--- config.mk ---
export PLATFORM = sky130hd
export DESIGN_NAME = first_fit_region_allocator
export DESIGN_NICKNAME = d
export VERILOG_FILES = /design/src/hw/rtl/ffra_pkg.sv /design/src/hw/rtl/ffra_datapath.sv /design/src/hw/rtl/ffra_ctrl.sv /design/src/hw/rtl/first_fit_region_allocator.sv
export VERILOG_INCLUDE_DIRS = /design/src /design/src/hw/rtl
export SDC_FILE = /design/constraint.sdc
export NUM_CORES = 2
export LEC_CHECK = 0
export ABC_AREA = 0
export ABC_CLOCK_PERIOD_IN_PS = 18900
export BUFFER_PORTS_ARGS = -buffer_cell sky130_fd_sc_hd__buf_2
export CORE_ASPECT_RATIO = 0.75
export CORE_UTILIZATION = 45
export DETAILED_ROUTE_END_ITERATION = 8
export RECOVER_POWER = 25
export SYNTH_ARGS = -nofsm -noshare
export SYNTH_HDL_FRONTEND = slang
export SYNTH_SLANG_ARGS = --single-unit
--- constraint.sdc ---
create_clock -name aclk -period 18.9 [get_ports aclk]
set_clock_uncertainty 0.15 [all_clocks]
set_input_delay 3.78 -clock aclk [delete_from_list [all_inputs] [get_ports aclk]]
set_output_delay 3.78 -clock aclk [all_outputs]
set_load 0.02 [all_outputs]
--- src/hw/rtl/first_fit_region_allocator_assert.svh ---
// Assertion macros for the first-fit region allocator.
// Used by the top level; expects aclk and aresetn in the including scope.
`ifndef FIRST_FIT_REGION_ALLOCATOR_ASSERT_SVH
`define FIRST_FIT_REGION_ALLOCATOR_ASSERT_SVH
`ifndef NO_ASSERTIONS
`define FFRA_ASSERT_IMP(lbl, ante, cons) \
    lbl: assert property (@(posedge aclk) disable iff (!aresetn) (ante) |-> (cons)) \
        else $error("ffra: same-cycle check failed");
`define FFRA_ASSERT_NEXT(lbl, ante, cons) \
    lbl: assert property (@(posedge aclk) disable iff (!aresetn) (ante) |=> (cons)) \
        else $error("ffra: next-cycle check failed");
`else
`define FFRA_ASSERT_IMP(lbl, ante, cons)
`define FFRA_ASSERT_NEXT(lbl, ante, cons)
`endif
`endif

--- src/hw/rtl/ffra_pkg.sv ---
// Shared types and constants for the first-fit region allocator.
// No dependencies; used by the controller, datapath and top level.
`default_nettype none

package ffra_pkg;

    localparam int REGIONS    = 32;
    localparam int HOLE_SLOTS = 16;
    localparam int PAGE_SHIFT = 8;
    localparam int PAGE_SIZE  = 1 << PAGE_SHIFT;

    localparam int ADDR_W = 32;
    localparam int ID_W   = 8;
    localparam int RIDX_W = (REGIONS > 1) ? $clog2(REGIONS) : 1;
    localparam int HIDX_W = $clog2(HOLE_SLOTS);
    localparam int HCNT_W = $clog2(HOLE_SLOTS + 1);

    localparam logic [HCNT_W-1:0] HOLE_FULL = HCNT_W'(HOLE_SLOTS);
    localparam logic [ID_W:0]     ID_LIMIT  = (ID_W + 1)'(REGIONS);
    localparam logic [ADDR_W:0]   PAGE_ADD  = (ADDR_W + 1)'(PAGE_SIZE - 1);
    localparam logic [ADDR_W-1:0] PAGE_LOW  = ADDR_W'(PAGE_SIZE - 1);

    typedef enum logic [1:0] {
        KIND_ALLOC   = 2'd0,
        KIND_FREE    = 2'd1,
        KIND_RESOLVE = 2'd2,
        KIND_IGNORE  = 2'd3
    } kind_t;

    typedef enum logic [2:0] {
        ST_OK        = 3'd0,
        ST_BAD_ID    = 3'd1,
        ST_NOT_ALLOC = 3'd2,
        ST_OOB       = 3'd3,
        ST_FULL      = 3'd4
    } status_t;

    typedef struct packed {
        kind_t             kind;
        logic [ID_W-1:0]   region_id;
        logic [ADDR_W-1:0] size;
        logic [ADDR_W-1:0] offset;
    } in_t;

    typedef struct packed {
        status_t           status;
        logic [ADDR_W-1:0] address;
    } out_t;

    typedef enum logic [3:0] {
        OP_NONE,
        OP_LOAD,
        OP_READ,
        OP_NEXT,
        OP_FIT,
        OP_GROW,
        OP_FREE,
        OP_RESOLVE,
        OP_IGNORE,
        OP_BAD_ID
    } dp_op_t;

    typedef struct packed {
        dp_op_t op;
    } dp_cmd_t;

    typedef struct packed {
        kind_t             kind;
        logic              id_bad;
        logic              scan_end;
        logic              fit;
        logic [HCNT_W-1:0] hole_cnt;
    } dp_stat_t;

endpackage

`default_nettype wire

--- src/hw/rtl/ffra_datapath.sv ---
// Datapath of the first-fit region allocator: word register, region table,
// hole list, break pointer and result register. Depends on ffra_pkg.
`default_nettype none

module ffra_datapath (
    input  wire logic                           aclk,
    input  wire logic                           aresetn,
    input  wire ffra_pkg::in_t                  s_data,
    input  wire logic                           cfg_we,
    input  wire logic [ffra_pkg::ADDR_W-1:0]    cfg_wdata,
    input  wire ffra_pkg::dp_cmd_t              cmd,
    output ffra_pkg::dp_stat_t                  stat,
    output ffra_pkg::out_t                      m_data
);

    ffra_pkg::in_t                  item_reg;
    logic [ffra_pkg::HCNT_W-1:0]    scan_reg;
    logic [ffra_pkg::HCNT_W-1:0]    hcnt_reg;
    logic [ffra_pkg::ADDR_W-1:0]    brk_reg;
    logic [ffra_pkg::REGIONS-1:0]   rvalid_reg;
    logic [ffra_pkg::ADDR_W-1:0]    rd_start_reg;
    logic [ffra_pkg::ADDR_W-1:0]    rd_end_reg;
    logic                           rd_valid_reg;
    ffra_pkg::out_t                 out_reg;
    ffra_pkg::out_t                 out_next;

    logic [ffra_pkg::ADDR_W-1:0]    rs_mem [ffra_pkg::REGIONS];
    logic [ffra_pkg::ADDR_W-1:0]    re_mem [ffra_pkg::REGIONS];
    logic [ffra_pkg::ADDR_W-1:0]    hs_reg [ffra_pkg::HOLE_SLOTS];
    logic [ffra_pkg::ADDR_W-1:0]    he_reg [ffra_pkg::HOLE_SLOTS];

    logic [ffra_pkg::RIDX_W-1:0]    ridx;
    logic [ffra_pkg::HIDX_W-1:0]    hidx;
    logic [ffra_pkg::ADDR_W-1:0]    cur_s;
    logic [ffra_pkg::ADDR_W-1:0]    cur_e;
    logic [ffra_pkg::ADDR_W:0]      top;
    logic                           scan_end;
    logic                           fit;
    logic                           exact;
    logic [ffra_pkg::ADDR_W-1:0]    eff_s;
    logic [ffra_pkg::ADDR_W-1:0]    eff_e;
    logic [ffra_pkg::ADDR_W:0]      va;
    logic                           oob;
    logic [ffra_pkg::ADDR_W:0]      size_up;
    logic [ffra_pkg::ADDR_W-1:0]    grow_end;
    logic [ffra_pkg::ADDR_W-1:0]    grow_brk;
    ffra_pkg::status_t              free_status;
    logic                           push_do;
    logic                           free_ok;
    logic                           rwr;
    logic [ffra_pkg::ADDR_W-1:0]    rwr_s;
    logic [ffra_pkg::ADDR_W-1:0]    rwr_e;

    assign ridx = item_reg.region_id[ffra_pkg::RIDX_W-1:0];
    assign hidx = scan_reg[ffra_pkg::HIDX_W-1:0];

    assign cur_s    = hs_reg[hidx];
    assign cur_e    = he_reg[hidx];
    assign top      = {1'b0, cur_s} + {1'b0, item_reg.size};
    assign scan_end = (scan_reg >= hcnt_reg);
    assign fit      = !scan_end && (top <= {1'b0, cur_e});
    assign exact    = (top == {1'b0, cur_e});

    assign eff_s = rd_valid_reg ? rd_start_reg : '0;
    assign eff_e = rd_valid_reg ? rd_end_reg : '0;
    assign va    = {1'b0, eff_s} + {1'b0, item_reg.offset};
    assign oob   = (va >= {1'b0, eff_e});

    assign size_up  = {1'b0, item_reg.size} + ffra_pkg::PAGE_ADD;
    assign grow_end = brk_reg + item_reg.size;
    assign grow_brk = brk_reg + (size_up[ffra_pkg::ADDR_W-1:0] & ~ffra_pkg::PAGE_LOW);

    always_comb begin
        if (eff_s == '0 && eff_e == '0) begin
            free_status = ffra_pkg::ST_NOT_ALLOC;
        end else if (eff_s < eff_e && hcnt_reg == ffra_pkg::HOLE_FULL) begin
            free_status = ffra_pkg::ST_FULL;
        end else begin
            free_status = ffra_pkg::ST_OK;
        end
    end

    assign free_ok = (cmd.op == ffra_pkg::OP_FREE) && (free_status == ffra_pkg::ST_OK);
    assign push_do = free_ok && (eff_s < eff_e);

    assign rwr   = (cmd.op == ffra_pkg::OP_FIT) || (cmd.op == ffra_pkg::OP_GROW);
    assign rwr_s = (cmd.op == ffra_pkg::OP_FIT) ? cur_s : brk_reg;
    assign rwr_e = (cmd.op == ffra_pkg::OP_FIT) ? top[ffra_pkg::ADDR_W-1:0] : grow_end;

    always_comb begin
        out_next = out_reg;
        unique case (cmd.op)
            ffra_pkg::OP_FIT:     out_next = '{ffra_pkg::ST_OK, cur_s};
            ffra_pkg::OP_GROW:    out_next = '{ffra_pkg::ST_OK, brk_reg};
            ffra_pkg::OP_FREE:    out_next = '{free_status, '0};
            ffra_pkg::OP_RESOLVE: begin
                if (oob) begin
                    out_next = '{ffra_pkg::ST_OOB, '0};
                end else begin
                    out_next = '{ffra_pkg::ST_OK, va[ffra_pkg::ADDR_W-1:0]};
                end
            end
            ffra_pkg::OP_IGNORE:  out_next = '{ffra_pkg::ST_OK, '0};
            ffra_pkg::OP_BAD_ID:  out_next = '{ffra_pkg::ST_BAD_ID, '0};
            default:              out_next = out_reg;
        endcase
    end

    // control state
    always_ff @(posedge aclk) begin
        if (!aresetn) begin
            scan_reg   <= '0;
            hcnt_reg   <= '0;
            brk_reg    <= '0;
            rvalid_reg <= '0;
        end else begin
            if (cfg_we) begin
                brk_reg <= cfg_wdata;
            end else if (cmd.op == ffra_pkg::OP_GROW) begin
                brk_reg <= grow_brk;
            end
            if (cmd.op == ffra_pkg::OP_LOAD) begin
                scan_reg <= '0;
            end else if (cmd.op == ffra_pkg::OP_NEXT) begin
                scan_reg <= scan_reg + 1'b1;
            end
            if (cmd.op == ffra_pkg::OP_FIT && exact) begin
                hcnt_reg <= hcnt_reg - 1'b1;
            end else if (push_do) begin
                hcnt_reg <= hcnt_reg + 1'b1;
            end
            if (rwr) begin
                rvalid_reg[ridx] <= 1'b1;
            end else if (free_ok) begin
                rvalid_reg[ridx] <= 1'b0;
            end
        end
    end

    // region table
    always_ff @(posedge aclk) begin
        if (rwr) begin
            rs_mem[ridx] <= rwr_s;
            re_mem[ridx] <= rwr_e;
        end
        if (cmd.op == ffra_pkg::OP_READ) begin
            rd_start_reg <= rs_mem[ridx];
            rd_end_reg   <= re_mem[ridx];
            rd_valid_reg <= rvalid_reg[ridx];
        end
    end

    // hole list: shrink, drop with compaction, push at head
    always_ff @(posedge aclk) begin
        if (cmd.op == ffra_pkg::OP_FIT) begin
            if (exact) begin
                for (int k = 0; k < ffra_pkg::HOLE_SLOTS - 1; k++) begin
                    if (k >= int'(hidx)) begin
                        hs_reg[k] <= hs_reg[k + 1];
                        he_reg[k] <= he_reg[k + 1];
                    end
                end
            end else begin
                hs_reg[hidx] <= top[ffra_pkg::ADDR_W-1:0];
            end
        end else if (push_do) begin
            for (int k = 1; k < ffra_pkg::HOLE_SLOTS; k++) begin
                hs_reg[k] <= hs_reg[k - 1];
                he_reg[k] <= he_reg[k - 1];
            end
            hs_reg[0] <= eff_s;
            he_reg[0] <= eff_e;
        end
    end

    // word and result registers
    always_ff @(posedge aclk) begin
        if (cmd.op == ffra_pkg::OP_LOAD) begin
            item_reg <= s_data;
        end
        out_reg <= out_next;
    end

    assign stat.kind     = item_reg.kind;
    assign stat.id_bad   = ({1'b0, item_reg.region_id} >= ffra_pkg::ID_LIMIT);
    assign stat.scan_end = scan_end;
    assign stat.fit      = fit;
    assign stat.hole_cnt = hcnt_reg;

    assign m_data = out_reg;

endmodule

`default_nettype wire

--- src/hw/rtl/ffra_ctrl.sv ---
// Controller of the first-fit region allocator: handshakes and the
// sequencing of datapath commands. Depends on ffra_pkg.
`default_nettype none

module ffra_ctrl (
    input  wire logic               aclk,
    input  wire logic               aresetn,
    input  wire logic               s_valid,
    output logic                    s_ready,
    output logic                    m_valid,
    input  wire logic               m_ready,
    input  wire ffra_pkg::dp_stat_t stat,
    output ffra_pkg::dp_cmd_t       cmd
);

    typedef enum logic [1:0] {
        S_IDLE,
        S_DECODE,
        S_SCAN,
        S_EXEC
    } state_t;

    state_t state_reg;
    state_t state_next;
    logic   m_valid_reg;
    logic   m_valid_next;
    logic   out_free;
    logic   result;

    assign out_free = !m_valid_reg || m_ready;

    always_comb begin
        state_next = state_reg;
        cmd.op     = ffra_pkg::OP_NONE;
        unique case (state_reg)
            S_IDLE: begin
                if (s_valid) begin
                    cmd.op     = ffra_pkg::OP_LOAD;
                    state_next = S_DECODE;
                end
            end
            S_DECODE: begin
                if (stat.kind == ffra_pkg::KIND_IGNORE) begin
                    if (out_free) begin
                        cmd.op     = ffra_pkg::OP_IGNORE;
                        state_next = S_IDLE;
                    end
                end else if (stat.id_bad) begin
                    if (out_free) begin
                        cmd.op     = ffra_pkg::OP_BAD_ID;
                        state_next = S_IDLE;
                    end
                end else if (stat.kind == ffra_pkg::KIND_ALLOC) begin
                    state_next = S_SCAN;
                end else begin
                    cmd.op     = ffra_pkg::OP_READ;
                    state_next = S_EXEC;
                end
            end
            S_SCAN: begin
                if (stat.fit) begin
                    if (out_free) begin
                        cmd.op     = ffra_pkg::OP_FIT;
                        state_next = S_IDLE;
                    end
                end else if (stat.scan_end) begin
                    if (out_free) begin
                        cmd.op     = ffra_pkg::OP_GROW;
                        state_next = S_IDLE;
                    end
                end else begin
                    cmd.op = ffra_pkg::OP_NEXT;
                end
            end
            S_EXEC: begin
                if (out_free) begin
                    cmd.op     = (stat.kind == ffra_pkg::KIND_FREE) ? ffra_pkg::OP_FREE
                                                                    : ffra_pkg::OP_RESOLVE;
                    state_next = S_IDLE;
                end
            end
            default: state_next = S_IDLE;
        endcase
    end

    assign result = cmd.op inside {ffra_pkg::OP_FIT, ffra_pkg::OP_GROW, ffra_pkg::OP_FREE,
                                   ffra_pkg::OP_RESOLVE, ffra_pkg::OP_IGNORE,
                                   ffra_pkg::OP_BAD_ID};

    assign m_valid_next = result || (m_valid_reg && !m_ready);

    always_ff @(posedge aclk) begin
        if (!aresetn) begin
            state_reg   <= S_IDLE;
            m_valid_reg <= 1'b0;
        end else begin
            state_reg   <= state_next;
            m_valid_reg <= m_valid_next;
        end
    end

    assign s_ready = (state_reg == S_IDLE);
    assign m_valid = m_valid_reg;

endmodule

`default_nettype wire

--- src/hw/rtl/first_fit_region_allocator.sv ---
// First-fit region allocator: allocate, free and resolve over a region table
// with an ordered hole list. Depends on ffra_pkg, ffra_ctrl, ffra_datapath.
//
// Input words (s_valid/s_ready, s_data) carry kind, region_id, size, offset.
// Each accepted word gives exactly one result word (m_valid/m_ready, m_data)
// with status and address, in order.
// Steps per word: ignored kind or bad id are answered from decode; free and
// resolve read the region table, then execute; allocate tests up to HOLE_SLOTS
// holes, grows at the break pointer if none fits. The hole scan tests one
// list entry per cycle against one adder; one word is in work at a time.
// Results land in an output register: a new word is accepted while the
// previous result still waits. A stalled receiver holds the result and
// the next word finishes its work and then waits for the register to drain.
// cfg_we/cfg_wdata load the heap base into the break pointer; write only
// while idle. Reset (aresetn low, synchronous) empties the region table
// through per-entry valid bits, empties the hole list and sets the break
// pointer to zero; no clearing pass, the block is ready right after reset.
`default_nettype none
`include "first_fit_region_allocator_assert.svh"

module first_fit_region_allocator (
    input  wire logic                        aclk,
    input  wire logic                        aresetn,
    input  wire logic                        s_valid,
    output logic                             s_ready,
    input  wire ffra_pkg::in_t               s_data,
    output logic                             m_valid,
    input  wire logic                        m_ready,
    output ffra_pkg::out_t                   m_data,
    input  wire logic                        cfg_we,
    input  wire logic [ffra_pkg::ADDR_W-1:0] cfg_wdata
);

    ffra_pkg::dp_cmd_t  cmd;
    ffra_pkg::dp_stat_t stat;

    ffra_ctrl u_ctrl (
        .aclk    (aclk),
        .aresetn (aresetn),
        .s_valid (s_valid),
        .s_ready (s_ready),
        .m_valid (m_valid),
        .m_ready (m_ready),
        .stat    (stat),
        .cmd     (cmd)
    );

    ffra_datapath u_datapath (
        .aclk      (aclk),
        .aresetn   (aresetn),
        .s_data    (s_data),
        .cfg_we    (cfg_we),
        .cfg_wdata (cfg_wdata),
        .cmd       (cmd),
        .stat      (stat),
        .m_data    (m_data)
    );

    `FFRA_ASSERT_NEXT(a_busy_after_accept, s_valid && s_ready, !s_ready)
    `FFRA_ASSERT_IMP(a_hole_bound, 1'b1, stat.hole_cnt <= ffra_pkg::HOLE_FULL)
    `FFRA_ASSERT_IMP(a_no_result_overwrite, m_valid && !m_ready, !(cmd.op == ffra_pkg::OP_FIT || cmd.op == ffra_pkg::OP_GROW || cmd.op == ffra_pkg::OP_FREE || cmd.op == ffra_pkg::OP_RESOLVE || cmd.op == ffra_pkg::OP_IGNORE || cmd.op == ffra_pkg::OP_BAD_ID))
    `FFRA_ASSERT_IMP(a_fit_in_list, cmd.op == ffra_pkg::OP_FIT, stat.fit && !stat.scan_end)

endmodule

`default_nettype wire
* Yosys cells after proc, flatten, opt, wreduce, memory -nomap -nowiden
Memory sizes are Yosys's and may differ from the RTL's. A register that Yosys moved wholly into a read port is not among the register bits.
Cells that the tools add are included.
** Operators by class
- Add/sub/neg operators :: 8
- Multipliers :: 0
- Div/mod/pow operators :: 0
- Order comparisons :: 22
- Eq/ne operators :: 18
- Shifts and indexed selects :: 0
- Mux-type cells :: 144
- Bitwise gates (word level) :: 34
- Reduce and logical (&&, ||, !) cells :: 26
** Operator list (count)
- 32-bit two-way mux :: 39
- 35-bit one-hot mux with 6 select lines :: 1
- 1-bit two-way mux :: 74
- 32-bit by 32-bit adder with 33-bit output :: 2
- 32-bit adder :: 2
- 32-bit logical NOT :: 2
- 4-bit two-way mux :: 11
- 34-bit two-way mux :: 1
- 33-bit by 32-bit equality test with 1-bit output :: 1
- 33-bit by 32-bit greater-or-equal comparator with 1-bit output :: 1
- 33-bit by 32-bit less-or-equal comparator with 1-bit output :: 1
- 32-bit by 8-bit adder with 32-bit output (second input constant) :: 1
- 32-bit AND :: 1
- 32-bit less-than comparator :: 1
- 32-bit inverter :: 1
- 32-bit bitwise OR :: 1
- 32-bit OR reduction :: 1
- 1-bit bitwise OR :: 30
- 4-bit greater-or-equal comparator (first input constant) :: 7
- 4-bit by 3-bit equality test with 1-bit output (second input constant) :: 4
- 3-bit by 4-bit greater-or-equal comparator with 1-bit output (first input constant) :: 4
- 4-bit one-hot mux with 4 select lines :: 1
- 3-bit two-way mux :: 5
- 2-bit two-way mux :: 7
- 30 further kinds :: 53
** Storage, ports and cells
- Register bits :: 187
- Bits in latches :: 0
- Memory bits (writable) :: 3072
- Memory bits (read-only) :: 0
- Bits of input ports :: 111
- Logic and storage cells :: 269
- Memories :: 4
** Memories
- u_datapath.re_mem :: words 32, bits a word 32, read ports 1, clocked after Yosys merged registers in 1, wr ports 1, line ffra_datapath.sv:28 : logic [ffra_pkg::ADDR_W-1:0] re_mem [ffra_pkg::REGIONS];
- u_datapath.rs_mem :: words 32, bits a word 32, read ports 1, clocked after Yosys merged registers in 1, wr ports 1, line ffra_datapath.sv:27 : logic [ffra_pkg::ADDR_W-1:0] rs_mem [ffra_pkg::REGIONS];
- u_datapath.he_reg :: words 16, bits a word 32, read ports 17, clocked after Yosys merged registers in 1, wr ports 16, line ffra_datapath.sv:30 : logic [ffra_pkg::ADDR_W-1:0] he_reg [ffra_pkg::HOLE_SLOTS];
- u_datapath.hs_reg :: words 16, bits a word 32, read ports 17, clocked after Yosys merged registers in 1, wr ports 16, line ffra_datapath.sv:29 : logic [ffra_pkg::ADDR_W-1:0] hs_reg [ffra_pkg::HOLE_SLOTS];

* Logic depth before layout (Yosys ltp)
- Depth after elaboration :: 14
- Depth in mapped cells :: 36

* Cells and area by module
Synthesis repeated with hierarchy kept, for this count alone.
** Unflattened totals
- Cell total of the unflattened synthesis :: 9982
- Area total of the unflattened synthesis :: 150320.4 µm²
** By module, submodules not included
- ffra_datapath :: instances 1, cells each 9948, area each 150055.2 µm²
- ffra_ctrl :: instances 1, cells each 34, area each 265.3 µm²

* Worst setup path before layout
No wires, ideal clock.
- Path kind :: reg-to-reg
- From :: register (tool-made name)
- To :: memory u_datapath.hs_reg[2][0] (netlist bit) (enable)
- Setup time :: 0.394 ns
- Data arrival time :: 10.763 ns
- Required time :: 18.356 ns
- Setup slack :: 7.593 ns
- Stages on the path, launching flop included :: 30
- Path buffers :: 6
- Cells stage by stage :: dfxtp_1 clkbuf_1 buf_1 buf_1 mux4_2 mux4_2 ha_1 a21oi_1 nor3b_1 a211oi_2 a211oi_4 o31ai_1 a221oi_1 o21ai_0 nand2b_1 clkbuf_1 clkbuf_1 inv_1 ha_1 nand4_1 nor4_1 nand3_1 o21ai_0 a211oi_1 a2111oi_2 and2_1 buf_2 nand2_1 o21ai_0 nand2b_1
** RTL lines (line)
- end, declared :: ffra_datapath.sv:29

==> flow_metrics.tcl <==
set metrics [dict create \
    top_layer "met5" \
    timing.hold.ws_ns 0.309 \
    synth_seq_cells 3327 \
    synthArstFlopShare_pct 0 \
    failed_checks "capacitance limit, slew limit" \
    ys_warn_count 0 \
    hold_viol_final 0 \
    numCtsBuffers 334 \
    via_per_inst 6.53 \
    dpl.cell_count 14200 \
    p_per_area_nw_per_um2 95.3 \
    setup_tns_ns 0 \
    ys_top_cells_by_count "edfxtp_1, nand2_1, mux4_2, a21oi_1, clkbuf_1" \
    met1Wirelength_um 214000 \
    dieArea_um2 336000 \
    maxCapViolations 43 \
    synth.top_cell.area_share_pct 64.9 \
    p_sw_mw 3.60 \
    core.rowCount 183 \
    wl_met3_um 60300 \
    fillCellCount 27600 \
    start_kind "register" \
    post_cts_resized 0 \
    setup_viol 0 \
    fin_crit_sh_pct 83.8 \
    fin_ws_ns 3.05 \
    area_growth_pct 11.4 \
    ys_seq_area_share_pct 66.0 \
    peakVddDrop_uv 84.5 \
    cts_sinks 3327 \
    rsz0062_at_grt "false" \
    vias 96700 \
    power.share.sequential_pct 51.8 \
    crit_top_cell "clkbuf_1" \
    start_util_pct 45.3 \
    dpl_worst_slack_ns 6.11 \
    pwr-share-comb_pct 5.9 \
    die_y_um 502 \
    synthesis.nets 10400 \
    slowest_delay_ns 2.49 \
    worstPathRequired_ns 19.24 \
    overflow 0 \
    cp.arrival_ns 16.19 \
    grt_usage_pct 30.5 \
    core-area_um2 332000 \
    yosysTopAreaCell "edfxtp_1" \
    hold_class "register to register" \
    p_sw_share_pct 22.6 \
    multi_input_area_um2 48700 \
    drt_pass1_iterations 5 \
    max_freq_mhz 63.1 \
    synth_edf_count 3246 \
    drt_iter0_drc 14400 \
    hpwl_um 321000 \
    cts_setup_buffers 0 \
    die_w_um 669 \
    final_area_um2 167000 \
    grt_max_degree 222 \
    routabilityCongestion 0.976 \
    drive_above_1_share_pct 17.7 \
    grt_pass1_vias 92400 \
    synth.most_common_cell "edfxtp_1" \
    report.final.slew_viol_count 1875 \
    wl_per_cell_um 35.0 \
    syn-cell-area_um2 150000 \
    clkLatencyLatePin_ns 0.93 \
    port_buffers 147 \
    power_mw 15.9 \
    slew-limit-headroom_pct -428 \
    synth_area_leaders "edfxtp_1, mux4_2, nand2_1" \
    antenna_found_initial 39 \
    synth.avg_cell_area_um2 15.0 \
    tritoncts "done" \
    route.met2.wl_um 218000 \
    status "complete, but fails checks" \
    synthCells 10000 \
    final_util_pct 50.4 \
    clk_pin_slew_worst_paths_ns 0.07 \
    drtAntennaViolNets 0 \
    grt_first_pass_wirelength_um 720000 \
    crit_fanout 51 \
    path_class "register to register" \
    finalCriticalPeriod_ns 15.85 \
    place_area_um2 157000 \
    instances_no_fill 14800 \
    tightest_slew_ns 7.92 \
    synth_cell_types 87 \
    routed_wl_um 519000 \
    p_leak_nw 55.5 \
    fin_nets 10400 \
    largestRegisters "u_datapath.re_mem: 1024 flops, u_datapath.rs_mem: 1024 flops" \
    p_int_mw 12.3 \
    regArea_um2 99100 \
    holdBufCountCts 0 \
    synthFlopType "edfxtp_1" \
    ctsRootBufferMaster "clkbuf_16" \
    h-tree-depth 5 \
    drc 0 \
    clkPwrFrac_pct 42.3 \
    ios 148 \
    end_kind "register" \
    cp_slowest_cell "clkbuf_1" \
    clock_path_buffers 4 \
]
-- worst max-delay path, delay by kind of cell (launching register included) --
kind	cells	cell delay (ns)
buffers and inverters	7	6.04
AO/OA/AOI/OAI	10	3.71
AND/OR/NAND/NOR	5	2.25
multiplexers	3	1.56
adder cells (fa/ha/maj)	3	0.86
flip-flops	1	0.62
-- per-layer routing --
| layer | vias up | track usage (%) |
|---|---|---|
| met1 | 50400 | 45.1 |
| li1 | 39200 | - |
| met3 | 923 | 7.43 |
| met4 | 10 | 12.9 |
| met5 | - | 0.851 |
| met2 | 6209 | 42.9 |
-- placed cells by master (no fill, tap or decap), drive strengths merged, types with 129 or more instances in the layout --
cell type,count
edfxtp,3246
nand2,1787
mux4,839
a21oi,577
clkbuf,493
o21ai,341
buf,330
a211oi,307
and2,307
a22oi,286
nor2,275
ha,225
clkinv,129
-- worst paths after layout --
| check | depth (start not counted) | slack (ns) | end | from |
|---|---|---|---|---|
| hold reg to reg | 0 | 0.31 | u_datapath.he_reg[15][14]$_DFFE_PP_ | u_datapath.he_reg[14][14]$_DFFE_PP_ |
| setup / recovery | 28 | 3.05 | u_datapath.re_mem[21][30]$_DFFE_PP_ | register |
| hold / removal | 0 | 0.31 | u_datapath.he_reg[15][14]$_DFFE_PP_ | u_datapath.he_reg[14][14]$_DFFE_PP_ |
| setup reg to reg | 28 | 3.05 | u_datapath.re_mem[21][30]$_DFFE_PP_ | register |
-- cell type report --
cell class,instances,share of cell area (%)
inverter,117,0.264
clock buffer,415,5.28
sequential,3327,59.3
multi-input combinational,5915,29.1
tap,4440,3.32
timing repair buffer,408,1.57
clock inverter,186,1.17
antenna,11,0.0165
-- power groups by stage --
stage / sequential, mW / clock (mW) / combinational, mW
detailed placement: 8.42 / 0 / 0.910
CTS: 8.26 / 6.80 / 0.913
finish: 8.26 / 6.74 / 0.940
global route: 8.26 / 7.07 / 0.987
floorplan: 8.39 / 0 / 0.516
global placement: 8.42 / 0 / 0.890
-- cell families after synthesis --
logic type | count (synthesis) | share of synthesized area [%]
flops | 3327 | 66.0
mux | 914 | 13.1
xor+xnor | 133 | 0.776
compound gates | 1888 | 8.03
fa+ha+maj | 230 | 1.94
simple gates | 2750 | 8.05
buf+inv | 770 | 2.07
No activity file was read; power rests on OpenSTA's default activity.
